===== config.mk =====
export PLATFORM = sky130hd
export DESIGN_NAME = spi_master_controller_top
export DESIGN_NICKNAME = d
export VERILOG_FILES = /design/src/rtl/core/spimc_pkg.sv /design/src/rtl/core/spimc_cfg.sv /design/src/rtl/core/spimc_engine.sv /design/src/rtl/core/spi_master_controller_top.sv
export SDC_FILE = /design/constraint.sdc
export NUM_CORES = 1
export LEC_CHECK = 0
export BUFFER_PORTS_ARGS = -buffer_cell sky130_fd_sc_hd__buf_2
export CAP_MARGIN = 20
export CORE_MARGIN = 5
export CORE_UTILIZATION = 30
export DETAILED_ROUTE_END_ITERATION = 6
export PLACE_DENSITY = 0.51
export SLEW_MARGIN = 0
export SYNTH_ARGS = -nofsm -noshare
export SYNTH_HDL_FRONTEND = slang
export SYNTH_SLANG_ARGS = --single-unit

===== constraint.sdc =====
create_clock -name clk -period 4.3 [get_ports clk]
set_input_delay 0.215 -clock clk [delete_from_list [all_inputs] [get_ports clk]]
set_output_delay 0.215 -clock clk [all_outputs]
set_load 0.01 [all_outputs]

===== src/rtl/core/spimc_pkg.sv =====
`timescale 1ns / 1ps
// ----------------------------------------------------------------------------
// SPI master controller package
// Shared types, register indexes and reset values for the SPI master blocks.
// ----------------------------------------------------------------------------
package spimc_pkg;

  localparam int MaxFrameBitsDef = 16;
  localparam int MaxDivCodeDef   = 7;

  localparam int CfgIndexW = 3;
  localparam int CfgDataW  = 8;
  localparam int InTdataW  = 24;
  localparam int OutTdataW = 24;

  // Configuration register indexes.
  localparam logic [CfgIndexW-1:0] RegClockDivCode   = 3'd0;
  localparam logic [CfgIndexW-1:0] RegFrameBits      = 3'd1;
  localparam logic [CfgIndexW-1:0] RegLowBitFirst    = 3'd2;
  localparam logic [CfgIndexW-1:0] RegClockIdleHigh  = 3'd3;
  localparam logic [CfgIndexW-1:0] RegSampleLate     = 3'd4;
  localparam logic [CfgIndexW-1:0] RegGapPulseEnable = 3'd5;

  // Register reset values.
  localparam logic [2:0] ClockDivCodeRst   = 3'd7;
  localparam logic [4:0] FrameBitsRst      = 5'd8;
  localparam logic       LowBitFirstRst    = 1'b0;
  localparam logic       ClockIdleHighRst  = 1'b0;
  localparam logic       SampleLateRst     = 1'b0;
  localparam logic       GapPulseEnableRst = 1'b0;

  typedef struct packed {
    logic [2:0] clock_div_code;
    logic [4:0] frame_bits;
    logic       low_bit_first;
    logic       clock_idle_high;
    logic       sample_late;
    logic       gap_pulse_enable;
  } cfg_t;

  typedef struct packed {
    logic        miso_in;
    logic        cs_level;
    logic        cs_write;
    logic        rx_read;
    logic [15:0] tx_data;
    logic        tx_write;
  } item_t;

  typedef struct packed {
    logic        tx_accepted;
    logic        busy_res;
    logic [15:0] rx_data;
    logic        rx_full;
    logic        tx_empty;
    logic        cs_out;
    logic        mosi_out;
    logic        sclk_out;
  } res_t;

  typedef struct packed {
    logic shifting;
    logic gap_active;
    logic tx_hold_full;
  } eng_status_t;

endpackage


===== src/rtl/core/spimc_cfg.sv =====
`timescale 1ns / 1ps
// ----------------------------------------------------------------------------
// SPI master configuration registers
// Decodes register writes and holds the controller settings.
// ----------------------------------------------------------------------------
module spimc_cfg (
  input  logic                            clk,
  input  logic                            rst,
  input  logic                            cfg_valid,
  input  logic [spimc_pkg::CfgIndexW-1:0] cfg_index,
  input  logic [spimc_pkg::CfgDataW-1:0]  cfg_data,
  output spimc_pkg::cfg_t                 cfg
);

  always_ff @(posedge clk) begin
    if (rst) begin
      cfg.clock_div_code   <= spimc_pkg::ClockDivCodeRst;
      cfg.frame_bits       <= spimc_pkg::FrameBitsRst;
      cfg.low_bit_first    <= spimc_pkg::LowBitFirstRst;
      cfg.clock_idle_high  <= spimc_pkg::ClockIdleHighRst;
      cfg.sample_late      <= spimc_pkg::SampleLateRst;
      cfg.gap_pulse_enable <= spimc_pkg::GapPulseEnableRst;
    end else if (cfg_valid) begin
      case (cfg_index)
        spimc_pkg::RegClockDivCode:   cfg.clock_div_code   <= cfg_data[2:0];
        spimc_pkg::RegFrameBits:      cfg.frame_bits       <= cfg_data[4:0];
        spimc_pkg::RegLowBitFirst:    cfg.low_bit_first    <= cfg_data[0];
        spimc_pkg::RegClockIdleHigh:  cfg.clock_idle_high  <= cfg_data[0];
        spimc_pkg::RegSampleLate:     cfg.sample_late      <= cfg_data[0];
        spimc_pkg::RegGapPulseEnable: cfg.gap_pulse_enable <= cfg_data[0];
        default: ;
      endcase
    end
  end

endmodule


===== src/rtl/core/spimc_engine.sv =====
`timescale 1ns / 1ps
// ----------------------------------------------------------------------------
// SPI master shift engine
// Buffers, prescaler, shifters and pin state; advances one tick per step.
// ----------------------------------------------------------------------------
module spimc_engine #(
  parameter int MAX_FRAME_BITS = spimc_pkg::MaxFrameBitsDef,
  parameter int MAX_DIV_CODE   = spimc_pkg::MaxDivCodeDef
) (
  input  logic                   clk,
  input  logic                   rst,
  input  logic                   step,
  input  spimc_pkg::cfg_t        cfg,
  input  spimc_pkg::item_t       item,
  output spimc_pkg::res_t        res,
  output spimc_pkg::eng_status_t status
);

  localparam int W       = MAX_FRAME_BITS;
  localparam int BcW     = $clog2(MAX_FRAME_BITS + 1);
  localparam int IdxW    = $clog2(MAX_FRAME_BITS);
  localparam int CodeMax = (MAX_DIV_CODE < 7) ? MAX_DIV_CODE : 7;
  localparam int PsW     = CodeMax + 1;

  logic [PsW-1:0] prescale_count, prescale_count_next;
  logic [BcW-1:0] bit_count, bit_count_next;
  logic [W-1:0]   tx_shift, tx_shift_next;
  logic [W-1:0]   rx_shift, rx_shift_next;
  logic [15:0]    tx_hold, tx_hold_next;
  logic [15:0]    rx_hold, rx_hold_next;
  logic           tx_hold_full, tx_hold_full_next;
  logic           rx_hold_full, rx_hold_full_next;
  logic           clock_level, clock_level_next;
  logic           shifting, shifting_next;
  logic           gap_active, gap_active_next;
  logic           soft_cs, soft_cs_next;

  logic [BcW-1:0] eff_bits;
  logic [2:0]     eff_code;
  logic [PsW:0]   half, full, ps_inc;
  logic [IdxW-1:0] top_idx;
  logic [W-1:0]   frame_mask;
  logic           accepted, leading, head;

  // Effective frame length and divider after clamping.
  always_comb begin
    if ({1'b0, cfg.frame_bits} > 6'(MAX_FRAME_BITS)) begin
      eff_bits = BcW'(MAX_FRAME_BITS);
    end else if (cfg.frame_bits < 5'd4) begin
      eff_bits = BcW'(4);
    end else begin
      eff_bits = BcW'(cfg.frame_bits);
    end
    if ({1'b0, cfg.clock_div_code} > 4'(CodeMax)) begin
      eff_code = 3'(CodeMax);
    end else begin
      eff_code = cfg.clock_div_code;
    end
    for (int i = 0; i < W; i++) begin
      frame_mask[i] = (BcW'(i) < eff_bits);
    end
  end

  assign half    = (PsW + 1)'(1) << eff_code;
  assign full    = half << 1;
  assign ps_inc  = {1'b0, prescale_count} + (PsW + 1)'(1);
  assign top_idx = IdxW'(eff_bits - BcW'(1));

  always_comb begin
    soft_cs_next        = soft_cs;
    rx_hold_full_next   = rx_hold_full;
    tx_hold_full_next   = tx_hold_full;
    tx_hold_next        = tx_hold;
    rx_hold_next        = rx_hold;
    prescale_count_next = prescale_count;
    bit_count_next      = bit_count;
    tx_shift_next       = tx_shift;
    rx_shift_next       = rx_shift;
    clock_level_next    = clock_level;
    shifting_next       = shifting;
    gap_active_next     = gap_active;
    accepted            = 1'b0;
    leading             = 1'b0;

    if (item.cs_write) begin
      soft_cs_next = item.cs_level;
    end
    if (item.rx_read) begin
      rx_hold_full_next = 1'b0;
    end
    if (item.tx_write && !tx_hold_full) begin
      tx_hold_next      = item.tx_data;
      tx_hold_full_next = 1'b1;
      accepted          = 1'b1;
    end

    if (gap_active) begin
      if (ps_inc >= full) begin
        prescale_count_next = '0;
        gap_active_next     = 1'b0;
      end else begin
        prescale_count_next = PsW'(ps_inc);
      end
      clock_level_next = cfg.clock_idle_high;
    end else if (shifting) begin
      if (ps_inc >= half) begin
        prescale_count_next = '0;
        clock_level_next    = !clock_level;
        leading             = (clock_level_next != cfg.clock_idle_high);
        // The data pin changes on one edge of a bit and the input is sampled
        // on the other; which is which depends on the phase setting.
        if ((leading && !cfg.sample_late) || (!leading && cfg.sample_late)) begin
          if (cfg.low_bit_first) begin
            rx_shift_next = ((rx_shift >> 1) | (W'(item.miso_in) << top_idx)) & frame_mask;
          end else begin
            rx_shift_next = ((rx_shift << 1) | W'(item.miso_in)) & frame_mask;
          end
          bit_count_next = bit_count + BcW'(1);
        end else if (!leading || bit_count != '0) begin
          if (cfg.low_bit_first) begin
            tx_shift_next = tx_shift >> 1;
          end else begin
            tx_shift_next = (tx_shift << 1) & frame_mask;
          end
        end
        if (!leading && bit_count_next >= eff_bits) begin
          rx_hold_next      = 16'(rx_shift_next & frame_mask);
          rx_hold_full_next = 1'b1;
          shifting_next     = 1'b0;
          bit_count_next    = '0;
          clock_level_next  = cfg.clock_idle_high;
          if (cfg.gap_pulse_enable && tx_hold_full_next) begin
            gap_active_next = 1'b1;
          end
        end
      end else begin
        prescale_count_next = PsW'(ps_inc);
      end
    end else begin
      clock_level_next = cfg.clock_idle_high;
      // A frame written on this same tick is loaded at once.
      if (tx_hold_full_next) begin
        tx_shift_next       = W'(tx_hold_next) & frame_mask;
        tx_hold_full_next   = 1'b0;
        rx_shift_next       = '0;
        shifting_next       = 1'b1;
        bit_count_next      = '0;
        prescale_count_next = '0;
      end
    end
  end

  assign head = cfg.low_bit_first ? tx_shift_next[0] : tx_shift_next[top_idx];

  always_comb begin
    res.sclk_out    = clock_level_next;
    res.mosi_out    = shifting_next & head;
    res.cs_out      = soft_cs_next | gap_active_next;
    res.tx_empty    = !tx_hold_full_next;
    res.rx_full     = rx_hold_full_next;
    res.rx_data     = rx_hold_next;
    res.busy_res    = shifting_next | tx_hold_full_next | gap_active_next;
    res.tx_accepted = accepted;
  end

  assign status.shifting     = shifting;
  assign status.gap_active   = gap_active;
  assign status.tx_hold_full = tx_hold_full;

  always_ff @(posedge clk) begin
    if (rst) begin
      prescale_count <= '0;
      bit_count      <= '0;
      tx_shift       <= '0;
      rx_shift       <= '0;
      tx_hold        <= '0;
      rx_hold        <= '0;
      tx_hold_full   <= 1'b0;
      rx_hold_full   <= 1'b0;
      clock_level    <= spimc_pkg::ClockIdleHighRst;
      shifting       <= 1'b0;
      gap_active     <= 1'b0;
      soft_cs        <= 1'b1;
    end else if (step) begin
      prescale_count <= prescale_count_next;
      bit_count      <= bit_count_next;
      tx_shift       <= tx_shift_next;
      rx_shift       <= rx_shift_next;
      tx_hold        <= tx_hold_next;
      rx_hold        <= rx_hold_next;
      tx_hold_full   <= tx_hold_full_next;
      rx_hold_full   <= rx_hold_full_next;
      clock_level    <= clock_level_next;
      shifting       <= shifting_next;
      gap_active     <= gap_active_next;
      soft_cs        <= soft_cs_next;
    end
  end

endmodule


===== src/rtl/core/spi_master_controller_top.sv =====
`timescale 1ns / 1ps
// ----------------------------------------------------------------------------
// SPI master controller
// Tick-driven SPI master with single-entry transmit and receive buffers.
// ----------------------------------------------------------------------------
// Each input word is one tick of the SPI engine and yields exactly one result
// word carrying the pin levels, buffer flags, receive data and busy state after
// that tick. The block takes one word per clock cycle while the output side takes
// its results: a word is held in the input register, and the engine advances on it
// at the edge that loads its result into the output register.
// While the output side takes every result, words flow back to back; a result
// that waits holds the engine, and once the input register is also full the
// input side stalls. Configuration writes are accepted in every cycle and must
// be issued only while no word is in flight.
module spi_master_controller_top #(
  parameter int MAX_FRAME_BITS = spimc_pkg::MaxFrameBitsDef,
  parameter int MAX_DIV_CODE   = spimc_pkg::MaxDivCodeDef
) (
  input  logic                             clk,
  input  logic                             rst,
  input  logic                             s_axis_tvalid,
  output logic                             s_axis_tready,
  // tx_write, tx_data[15:0], rx_read, cs_write, cs_level, miso_in, zero fill
  input  logic [spimc_pkg::InTdataW-1:0]   s_axis_tdata,
  output logic                             m_axis_tvalid,
  input  logic                             m_axis_tready,
  // sclk_out, mosi_out, cs_out, tx_empty, rx_full, rx_data[15:0], busy_res,
  // tx_accepted, zero fill
  output logic [spimc_pkg::OutTdataW-1:0]  m_axis_tdata,
  input  logic                             cfg_valid,
  output logic                             cfg_ready,
  input  logic [spimc_pkg::CfgIndexW-1:0]  cfg_index,
  input  logic [spimc_pkg::CfgDataW-1:0]   cfg_data
);

  spimc_pkg::cfg_t        cfg;
  spimc_pkg::item_t       in_item;
  spimc_pkg::res_t        step_res, out_res;
  spimc_pkg::eng_status_t status;

  logic in_valid;
  logic out_valid;
  logic step;

  assign step          = in_valid && (!out_valid || m_axis_tready);
  assign s_axis_tready = !in_valid || step;
  assign cfg_ready     = 1'b1;

  spimc_cfg u_cfg (
    .clk       (clk),
    .rst       (rst),
    .cfg_valid (cfg_valid),
    .cfg_index (cfg_index),
    .cfg_data  (cfg_data),
    .cfg       (cfg)
  );

  spimc_engine #(
    .MAX_FRAME_BITS (MAX_FRAME_BITS),
    .MAX_DIV_CODE   (MAX_DIV_CODE)
  ) u_engine (
    .clk    (clk),
    .rst    (rst),
    .step   (step),
    .cfg    (cfg),
    .item   (in_item),
    .res    (step_res),
    .status (status)
  );

  always_ff @(posedge clk) begin
    if (rst) begin
      in_valid <= 1'b0;
    end else if (s_axis_tready) begin
      in_valid <= s_axis_tvalid;
    end
  end

  always_ff @(posedge clk) begin
    if (s_axis_tvalid && s_axis_tready) begin
      in_item <= spimc_pkg::item_t'(s_axis_tdata[20:0]);
    end
  end

  always_ff @(posedge clk) begin
    if (rst) begin
      out_valid <= 1'b0;
    end else if (step) begin
      out_valid <= 1'b1;
    end else if (m_axis_tready) begin
      out_valid <= 1'b0;
    end
  end

  always_ff @(posedge clk) begin
    if (step) begin
      out_res <= step_res;
    end
  end

  assign m_axis_tvalid = out_valid;
  assign m_axis_tdata  = {1'b0, out_res};

  // An engine tick always leaves a result behind.
  a_step_gives_result: assert property (@(posedge clk) disable iff (rst)
    step |=> m_axis_tvalid)
    else $error("engine tick did not produce a result word");

  // The chip select gap and a running frame never overlap.
  a_gap_excludes_shift: assert property (@(posedge clk) disable iff (rst)
    !(status.shifting && status.gap_active))
    else $error("gap pulse active while a frame shifts");

  // A result that reports idle must also report an empty transmit buffer.
  a_idle_means_empty: assert property (@(posedge clk) disable iff (rst)
    (out_valid && !out_res.busy_res) |-> out_res.tx_empty)
    else $error("idle result with transmit buffer full");

  // The gap pulse starts only with a frame waiting behind it.
  a_gap_has_frame: assert property (@(posedge clk) disable iff (rst)
    $rose(status.gap_active) |-> status.tx_hold_full)
    else $error("gap pulse started without a waiting frame");

endmodule

==> metrics.md, run 1 <==
| Metric | Value |
|---|---|
| Vias in the first global route | 6818 |
| Total GRT Usage | 16.6% |
| First-pass iteration count of the detailed router | 5 |
| Ys flop type | dfxtp_1 |
| Post-CTS setup buffers | 0 |
| RSZ-0062 raised after global routing | false |
| Top cells by area, synth | dfxtp_1 (25%), edfxtp_1 (17%), a21oi_1 (6.1%), nand2_1 (6.1%), nor2_1 (5.5%) |
| EDFF count, synth | 44 |
| ANT cells | 0 |
| CTS tree | built |
| DIE HEIGHT | 172 µm |
| First DRT Iteration DRCs | 467 |
| Yosys reg bits | 141 |
| First-pass GRT wire length | 38900 µm |
| Final slew viol count | 0 |
| Routability cong. | 0.903 |
| Worst Path Arrival | 4.10 ns |
| Fmax | 253 MHz |
| Commonest cells in the netlist | nand2_1 (128), nor2_1 (115), dfxtp_1 (97) |
| Setup Skew | 0.0119 ns |
| CTS Sinks | 141 |
| Initial antenna violation count | 0 |
| Final net count | 1085 |
| Synthesis-to-finish area growth | 19.6% |
| CP startpoint kind | flop |
| Warnings, synthesis | 0 |
| Chip Width | 172 µm |
| Final hold violation count | 0 |
| I/O pin cnt | 67 |
| Crit-path max FO | 9 |
| Worst-Skew Late Latency | 0.43 ns |
| Power Density | 361 nW/µm² |
| Final Util | 36.3% |
| H-tree Lvls | 4 |
| CTS Buffer Depth | 2 |
| Synth area leader | dfxtp_1 |
| CP required | 4.45 ns |
| GRT overflow | 0 |
| Routed len/inst | 17.9 µm |
| Core area | 26000 µm² |
| Ratio of cells with drive above 1 in the final layout | 15.0% |
| Min Tclk post-route | 3.95 ns |
| Sequential area share after synthesis | 41.3% |
| Starting Density | 30.4% |
| Input/output buffers | 58 |
| Clock buffer count from CTS | 17 |
| Worst-Margin Slew | 1.16 ns |
| FP Rows | 59 |
| Final setup fails | 0 |
| Vias | 7247 |
| Peak VDD IR | 0.000244 V |
| Via density | 5.30 |
| Max-cap violations | 0 |
| Worst slew margin | 21.8% |
| Routed Antenna Nets | 0 |
| Type of the worst min-delay path | in2reg |
| Clock slew at reported path FFs | 0.06 ns |
| Post-Synthesis Net Count | 1020 |
| Async SR Flop Fraction | 0% |
| DRC viols | 0 |
| Crit. End Element | flop |
| Most common cell in the netlist | nand2_1 |
| Pleak | 3.45 nW |
| Syn Std Cell Area | 7900 µm² |
| Cell variety after synth | 74 |
| Yosys top cell area share | 24.6% |
| Outcome | complete, no violations |
| Die area | 29700 µm² |
| Dpl hpwl | 17100 µm |
| Mapped Avg Cell Area | 8.27 µm² |
| Critical path type | reg2reg |
| Post-Synthesis Cells | 955 |
| Largest net degree at the start of global routing | 55 |
| Setup TNS | 0 ns |
| Part of the cycle the worst path needs | 91.8% |
| Clock root cell | clkbuf_16 |
| Routed wire length | 24400 µm |
## cells by family after synthesis
kind of cell | after synthesis | synth area share [%]
and+or+nand+nor | 376 | 21.8
AOI/OAI and AO/OA | 283 | 23.3
DFF | 141 | 41.3
buffers and inverters | 89 | 4.64
adders and majority gates | 25 | 3.96
muxes | 23 | 3.01
xor gates and xnor gates | 16 | 1.87
other | 2 | 0.0951
## final timing paths
| kind | from | to | slack [ns] | cells past startpoint |
|---|---|---|---|---|
| setup / recovery | u_engine.prescale_count[0] | m_axis_tdata[1] | 0.35 | 15 |
| hold / removal | s_axis_tvalid | in_valid | 0.02 | 3 |
| setup reg to reg | u_engine.prescale_count[0] | m_axis_tdata[1] | 0.35 | 15 |
| hold reg to reg | u_engine.tx_hold[14] | u_engine.tx_hold[14] | 0.46 | 2 |
## stage by stage
stage | power (mW) | std cells | instance area, µm² | setup WS (ns) | hold WS, ns
6_report | 3.41 | 1368 | 9440 | 0.351 | 0.0153
5_1_grt | 3.55 | 1368 | 9440 | 0.0593 | 0.0277
4_1_cts | 3.45 | 1368 | 9430 | 0.192 | 0.00368
3_5_place_dp | 1.84 | 1315 | 8600 | 0.213 | 0.393
3_3_place_gp | 1.84 | 1314 | 8590 | 0.267 | 0.391
2_1_floorplan | 1.71 | 955 | 7900 | 0.540 | 0.314
## flip-flops by register name, summed over array words and instances, names as in the netlist, 5 cells and up
register and cells:
in_item 21, u_engine.bit_count 5, u_engine.tx_shift 16, u_engine.rx_hold 16, u_engine.rx_shift 16, m_axis_tdata 23, u_engine.prescale_count 8, u_engine.tx_hold 16
u_cfg.cfg 12
## placed cells by master (no fill, tap or decap), types with 7 or more instances in the layout
master,instances
nand2_1,128
nor2_1,114
a21oi_1,96
dfxtp_1,96
buf_2,57
edfxtp_1,44
nand3_1,42
o21ai_0,40
buf_4,36
ha_1,25
dlygate4sd3_1,21
a211oi_1,17
mux2i_1,17
clkbuf_16,17
inv_1,16
nor3_1,15
a22oi_1,15
a31oi_1,14
a21o_1,13
o31ai_1,12
nor3b_1,12
nor2b_1,11
nand2b_1,11
xnor2_1,11
a311oi_1,11
o22ai_1,8
a2111oi_0,7
## cell type report
cell class / count / area (µm²)
multi-input cells: 725 / 4280
clock buffers: 19 / 443
well taps: 335 / 419
fillers: 2677 / 16500
inverters: 20 / 75.1
clock inverters: 13 / 179
repair buffers: 115 / 777
flip-flops and latches: 141 / 3260
## layer usage
metal	global-route usage [%]	share of wire, %	vias up
met2	25.8	45	205
met5	0	0	-
li1	-	-	3607
met4	5.06	1.5	0
met1	23.6	48	3411
met3	3.16	5.5	24
## worst max-delay path, stage by stage (launching register included)
cell,delay [ns]
dfxtp_2,0.37
ha_1,0.17
nand4_1,0.13
or2_2,0.33
xnor2_1,0.24
ha_1,0.29
and3_1,0.21
a221oi_1,0.35
buf_4,0.18
o21ai_2,0.10
o21ai_4,0.34
nor2_1,0.09
a21oi_1,0.16
o21ai_0,0.12
a2111oi_1,0.44
a311oi_1,0.15
## what timing repair did
item / CTS / global route
gates resized for setup: 0 / 4
setup endpoints to repair: 0 / 1
hold buffers: 21 / 0
hold endpoints to repair: 21 / 0
## power breakdown
group	internal [mW]	total [mW]	switching [mW]
combinational	0.130	0.368	0.238
sequential	1.42	1.46	0.0419
clock	0.945	1.58	0.636
(Power assumes the default switching activity.)
==> run 2, diff against run 1 <==
Settings changed: CELL_PAD_IN_SITES_DETAIL_PLACEMENT from default to 0, CELL_PAD_IN_SITES_GLOBAL_PLACEMENT from default to 1, CORE_UTILIZATION 30 to 45, PLACE_DENSITY 0.51 to 0.85.
Clock period 4.3 ns to 4.31 ns, I/O delays scaled along.
==> run 2 against run 1 <==
Compared with the run above: sequential share of layout area up 0.45 points; die area decreased by 32%; critical path depth unchanged; clock skew fell by 0.0037 ns; via count rose by 0.88%; sequential power barely moved.
==> metrics.md, run 2 (synthesis results as in run 1) <==
| Metric | Value |
|---|---|
| Outcome | complete, no violations |
| Crit-path max FO | 5 (-4) |
| Most common cell after layout, fill and taps aside | nand2_1 |
| Critical path type | reg2reg |
| Min Tclk post-route | 4.07 ns (+0.117 ns) |
| CP startpoint | u_engine.prescale_count[0] |
| Met1 Wirelength | 10100 µm (-15%) |
| Clock root cell | clkbuf_16 |
| Largest net degree at the start of global routing | 64 (+16%) |
| Max layer used | met4 |
| Total GRT Usage | 22.3% (+5.6 points) |
| Met2 routed wirelength | 10100 µm (-7.4%) |
| I/O pin cnt | 67 (unchanged) |
| CP max-delay cell | dfxtp_1 |
| Power Density | 368 nW/µm² (+1.9%) |
| Worst Hold Launch | cfg_data[2] |
| Multi-input logic area | 4280 µm² (-0.18%) |
| WHS Path Cells | 2 (-1) |
| Worst Path Arrival | 4.30 ns (+0.20 ns) |
| Input/output buffers | 58 (unchanged) |
| FP Rows | 48 (-19%) |
| Crit path max-delay family | compound AO/OA/AOI/OAI gates |
| Starting Density | 45.8% (+15 points) |
| Worst-Skew Late Latency | 0.42 ns (about the same) |
| Hold Path Sink | u_cfg.cfg[11] |
| Sequential cell area | 3260 µm² (about the same) |
| RSZ-0062 raised after global routing | false |
| First-pass iteration count of the detailed router | 6 (+1) |
| Part of the cycle the worst path needs | 94.3% (+2.5 points) |
| Chip Width | 142 µm (-17%) |
| Routed len/inst | 17.8 µm (-0.54%) |
| Die area | 20300 µm² (-32%) |
| Core area | 17200 µm² (-34%) |
| Synthesis-to-finish area growth | 18.0% |
| H-tree Lvls | 4 (unchanged) |
| Clock slew at reported path FFs | 0.06 ns (about the same) |
| Final slew viol count | 0 (unchanged) |
| DRC viols | 0 (unchanged) |
| Fmax | 246 MHz (-2.9%) |
| Post-CTS setup buffers | 0 (unchanged) |
| First-pass GRT wire length | 36200 µm (-7.0%) |
| CP required | 4.54 ns (+0.09 ns) |
| CTS Buffer Depth | 2 (unchanged) |
| Vias in the first global route | 6820 (+0.029%) |
| First DRT Iteration DRCs | 700 (+50%) |
| FF-to-FF path depth | 15 (unchanged) |
| Final net count | 1084 (-0.092%) |
| Most frequent cells in the layout | nand2_1 (128), nor2_1 (115), dfxtp_1 (97), a21oi_1 (96), buf_2 (57) |
| Type of the worst min-delay path | in2reg |
| Routability cong. | 0.907 (+0.45%) |
| Clock buffer count from CTS | 17 (unchanged) |
| Max FFs per register | 23 (unchanged) |
| Critical R2R Launch | u_engine.prescale_count[0] |
| Slowest stage delay, CP | 0.41 ns (-0.03 ns) |
| Worst Slack Setup Final | 0.244 ns (-0.107 ns) |
| Peak VDD IR | 0.000273 V (+12%) |
| Worst path cell trace | ha_1 -> nand4_1 -> or2_2 -> xnor2_1 -> ha_1 -> and3_1 -> a221oi_1 -> buf_4 -> o21ai_2 -> nor2_1 -> a311oi_1 -> a221oi_1 -> o32a_2 -> nor4_1 -> a311oi_1 |
| WP buf/inv | 1 (unchanged) |
| Pleak | 3.44 nW (-0.24%) |
| Routed Antenna Nets | 0 (unchanged) |
| Crit. End Element | flop |
| Worst slew margin | 34.1% (+12 points) |
| Setup Skew | 0.00817 ns (-0.00374 ns) |
| DIE HEIGHT | 142 µm (-17%) |
| CTS Sinks | 141 (unchanged) |
| Worst r2r dst | m_axis_tdata[1] |
| Worst-Margin Slew | 0.978 ns (-0.182 ns) |
| ANT cells | 0 (unchanged) |
| Routed wire length | 22300 µm (-8.6%) |
| FF-to-FF setup slack | 0.24 ns (-0.11 ns) |
| CP startpoint kind | flop |
| Pre-CTS WS | 0.247 ns (+0.0342 ns) |
| Vias | 7311 (+0.88%) |
| Via density | 5.82 (+9.8%) |
| Initial antenna violation count | 0 (unchanged) |
| Final setup fails | 0 (unchanged) |
| Final Util | 54.1% (+18 points) |
| Final hold violation count | 0 (unchanged) |
| WL met3 | 1470 µm (+10%) |
| Setup TNS | 0 ns (unchanged) |
| CTS tree | built |
| Max-cap violations | 0 (unchanged) |
| Dpl hpwl | 15500 µm (-9.1%) |
| Ratio of cells with drive above 1 in the final layout | 14.5% (-0.47 points) |
| GRT overflow | 0 (unchanged) |
| Fill count | 1601 (-40%) |
run 2: cell types whose count changed in the layout (fill, tap and decap cells not counted), moves of 2 or more:
| cell | change |
|---|---|
| buf_4 | -2 |
| inv_6 | -2 |
| dlygate4sd3_1 | +2 |
| inv_8 | -2 |
run 2: final cells by class:
cell class	count	area share, %
clock buffers	20	5.02
clock inverters	12	1.96
inverters	20	0.806
multi-input cells	725	45.9
flip-flops and latches	141	35.0
well taps	225	3.02
repair buffers	114	8.27
run 2: per-layer routing:
metal / track usage (%) / vias up
met1: 30.7 / 3399
met2: 34.4 / 264
met4: 8.85 / 0
li1: - / 3595
met3: 4.33 / 53
met5: 0 / -
run 2: worst reg2reg max path, stage by stage, from the launching register on:
cell	delay, ns
dfxtp_1	0.41
ha_1	0.20
nand4_1	0.12
or2_2	0.32
xnor2_1	0.26
ha_1	0.29
and3_1	0.21
a221oi_1	0.33
buf_4	0.17
o21ai_2	0.09
nor2_1	0.40
a311oi_1	0.20
a221oi_1	0.35
o32a_2	0.21
nor4_1	0.05
a311oi_1	0.27
run 2: where the power goes:
part / leakage (nW) / internal (mW) / total [mW] / switching [mW]
clock network: 0.308 / 1.02 / 1.61 / 0.586
logic: 1.92 / 0.130 / 0.358 / 0.228
registers: 1.21 / 1.42 / 1.46 / 0.0450
total: 3.44 / 2.57 / 3.43 / 0.859
run 2: worst max-delay path by stage:
stage | cells after the start | endpoint | slack, ns
6_report | 15 | m_axis_tdata[1] | 0.24
5_1_grt | 15 | m_axis_tdata[1] | 0.01
4_1_cts | 14 | m_axis_tdata[1] | 0.24
3_5_place_dp | 14 | m_axis_tdata[1] | 0.25
3_3_place_gp | 14 | m_axis_tdata[1] | 0.31
2_1_floorplan | 15 | m_axis_tdata[1] | 0.55
run 2: timing repair:
item,CTS,global route
hold buffers,23,0
gates resized for setup,0,1
setup endpoints to repair,0,1
hold endpoints to repair,23,0
run 2: per-stage QoR:
| stage | instance area [µm²] | total power, mW | hold slack, ns | instances |
|---|---|---|---|---|
| after detailed placement | 8430 | 1.83 | 0.394 | 1202 |
| final | 9320 | 3.43 | 0.0341 | 1257 |
| after global placement | 8430 | 1.83 | 0.392 | 1202 |
| after global routing | 9320 | 3.56 | 0.0356 | 1257 |
| after CTS | 9320 | 3.45 | 0.0266 | 1257 |
| after floorplan | 7900 | 1.71 | 0.314 | 955 |
==> run 3, diff against run 2 <==
Settings changed: CORE_UTILIZATION 45 to 49, PLACE_DENSITY 0.85 to 0.91.
Clock period 4.31 ns to 5.25 ns, I/O delays scaled along.
==> run 3 against run 2 <==
Compared with the run above: power shrank 20%; cell area decreased by 3.0%; sequential cell count is the same; count of clock-buffer cells in the layout rose by 4; largest power group unchanged.
==> metrics.md, run 3 (synthesis results as in run 1) <==
| Metric | Value |
|---|---|
| Die area | 18800 µm² (-7.6%) |
| DIE HEIGHT | 137 µm (-3.9%) |
| Largest net degree at the start of global routing | 56 (-13%) |
| GRT overflow | 0 (unchanged) |
| Resized Gates After CTS | 0 (unchanged) |
| Min Tclk post-route | 4.44 ns (+0.370 ns) |
| Starting Density | 49.9% (+4.1 points) |
| CTS tree | built |
| CTS Sinks | 141 (unchanged) |
| Worst Hold Launch | s_axis_tdata[13] |
| Setup Skew | 0.00577 ns (-0.00241 ns) |
| Peak VDD IR | 0.000213 V (-22%) |
| Routed len/inst | 17.8 µm (about the same) |
| Crit-path max FO | 7 (+2) |
| Setup TNS | 0 ns (unchanged) |
| Worst-Margin Slew | 0.931 ns (-0.0468 ns) |
| Final net count | 1055 (-2.7%) |
| Part of the power in registers | 43.5% (+0.8 points) |
| Dpl hpwl | 14700 µm (-5.0%) |
| Clock power frac | 46.2% (-0.7 points) |
| Worst slew margin | 37.3% (+3.2 points) |
| Max-cap violations | 0 (unchanged) |
| Final slew viol count | 0 (unchanged) |
| Sequential cell area | 3260 µm² (unchanged) |
| DRC viols | 0 (unchanged) |
| Int Pwr | 2.08 mW (-19%) |
| Switching Share | 24.6% (-0.49 points) |
| CP startpoint kind | flop |
| Final setup fails | 0 (unchanged) |
| Core area | 15800 µm² (-8.2%) |
| CTS Buffer Depth | 2 (unchanged) |
| Fmax | 225 MHz (-8.3%) |
| Clock root cell | clkbuf_16 |
| Final Util | 57.1% (+3.0 points) |
| Fill count | 1465 (-8.5%) |
| Gate power share | 10.3% (about the same) |
| Outcome | complete, no violations |
| Pleak | 3.30 nW (-4.0%) |
| H-tree Lvls | 4 (unchanged) |
| Total GRT Usage | 23.8% (+1.5 points) |
| Multi-input logic area | 4270 µm² (about the same) |
| Design area | 9040 µm² (-3.0%) |
| Worst Slack Setup Final | 0.814 ns (+0.570 ns) |
| Chip Width | 137 µm (-3.9%) |
| WHS Path Cells | 1 (-1) |
| First-pass GRT wire length | 35200 µm (-2.7%) |
| Fin cells | 1219 (-3.0%) |
| Input/output buffers | 58 (unchanged) |
| Via density | 5.92 (+1.8%) |
| First-pass iteration count of the detailed router | 6 (unchanged) |
| Routed wire length | 21700 µm (-3.0%) |
| Clock slew at reported path FFs | 0.06 ns (about the same) |
| Placed inst area | 8280 µm² (-1.8%) |
| Vias in the first global route | 6731 (-1.3%) |
| Worst Path Arrival | 4.59 ns (+0.29 ns) |
| FF-to-FF setup slack | 0.81 ns (+0.57 ns) |
| Power Density | 305 nW/µm² (-17%) |
| Vias | 7218 (-1.3%) |
| Part of the cycle the worst path needs | 84.5% (-9.8 points) |
| Most common cell after layout, fill and taps aside | nand2_1 |
| Final hold violation count | 0 (unchanged) |
| I/O pin cnt | 67 (unchanged) |
| Tot Pwr | 2.75 mW (-20%) |
| Clock buffer count from CTS | 17 (unchanged) |
| Sw power | 0.676 mW (-21%) |
| FP Rows | 46 (-4.2%) |
| Critical R2R Launch | u_engine.prescale_count[0] |
| Worst-Skew Late Latency | 0.42 ns (about the same) |
| Initial antenna violation count | 0 (unchanged) |
| Max FFs per register | 23 (unchanged) |
| Critical path type | reg2reg |
| Ratio of cells with drive above 1 in the final layout | 12.9% (-1.7 points) |
| Worst r2r dst | m_axis_tdata[1] |
| Fin Hold WS | 0.0152 ns (-0.0188 ns) |
| Hold Path Sink | in_item[13] |
| First DRT Iteration DRCs | 725 (+3.6%) |
| Placed instance count | 1174 (-2.3%) |
| RSZ-0062 raised after global routing | false |
| Routed Antenna Nets | 0 (unchanged) |
| ANT cells | 0 (unchanged) |
| Most frequent cells in the layout | nand2_1 (128), nor2_1 (115), dfxtp_1 (97), a21oi_1 (96), buf_2 (57) |
| Routability cong. | 0.973 (+7.4%) |
| Synthesis-to-finish area growth | 14.5% |
| Pre-CTS WS | 0.891 ns (+0.644 ns) |
| Crit. End Element | flop |
| CP required | 5.40 ns (+0.86 ns) |
| FF-to-FF path depth | 15 (unchanged) |
| Type of the worst min-delay path | in2reg |
[run 3: cell count changes in the layout (fill, tap and decap cells not counted), moves of 2 or more]
cell | previous run | this run
clkbuf_1 | 1 | 3
dlygate4sd3_1 | 23 | 12
clkbuf_8 | 1 | 3
buf_4 | 34 | 16
[run 3: metal layers]
layer / vias up / wire, µm / global-route usage, %
li1: 3533 / - / -
met1: 3412 / 9770 / 32.0
met2: 248 / 10100 / 38.6
met3: 25 / 1410 / 5.04
met4: 0 / 332 / 6.98
met5: - / 0 / 0
[run 3: worst max path at each step]
stage	from	end	cells past startpoint
5_1_grt	u_engine.prescale_count[0]	m_axis_tdata[1]	15
6_report	u_engine.prescale_count[0]	m_axis_tdata[1]	15
3_5_place_dp	u_engine.prescale_count[0]	m_axis_tdata[1]	15
2_1_floorplan	u_engine.prescale_count[0]	m_axis_tdata[1]	15
4_1_cts	u_engine.prescale_count[0]	m_axis_tdata[1]	15
3_3_place_gp	u_engine.prescale_count[0]	m_axis_tdata[1]	14
[run 3: area by class of cell]
type,instances,share of cell area [%]
Clock buffer,24,5.56
Clock inverter,8,1.41
Inverter,20,0.831
Multi-Input combinational cell,725,47.3
Sequential cell,141,36.1
Tap cell,216,2.99
Timing Repair Buffer,85,5.81
[run 3: worst max-delay path, cell delays in order (launching register included)]
cell       delay [ns]
dfxtp_1          0.42
ha_1             0.29
nand4_1          0.21
or2_2            0.36
xnor2_1          0.21
ha_1             0.29
and3_1           0.21
a221oi_1         0.35
nor2b_1          0.29
a21oi_1          0.26
buf_4            0.25
mux2i_1          0.22
o21a_1           0.13
o21ai_0          0.11
a2111oi_1        0.43
a311oi_1         0.15
[run 3: repair_timing]
| item | in CTS | in global routing |
|---|---|---|
| hold endpoints to repair | 11 | 1 |
| hold buffers | 11 | 1 |
| setup buffers | 0 | 0 |
[run 3: power groups by stage]
stage / sequential (mW) / combinational (mW) / clock (mW)
CTS: 1.20 / 0.280 / 1.29
finish: 1.20 / 0.283 / 1.27
floorplan: 1.21 / 0.193 / 0
detailed placement: 1.22 / 0.272 / 0
global placement: 1.22 / 0.270 / 0
global route: 1.20 / 0.312 / 1.34
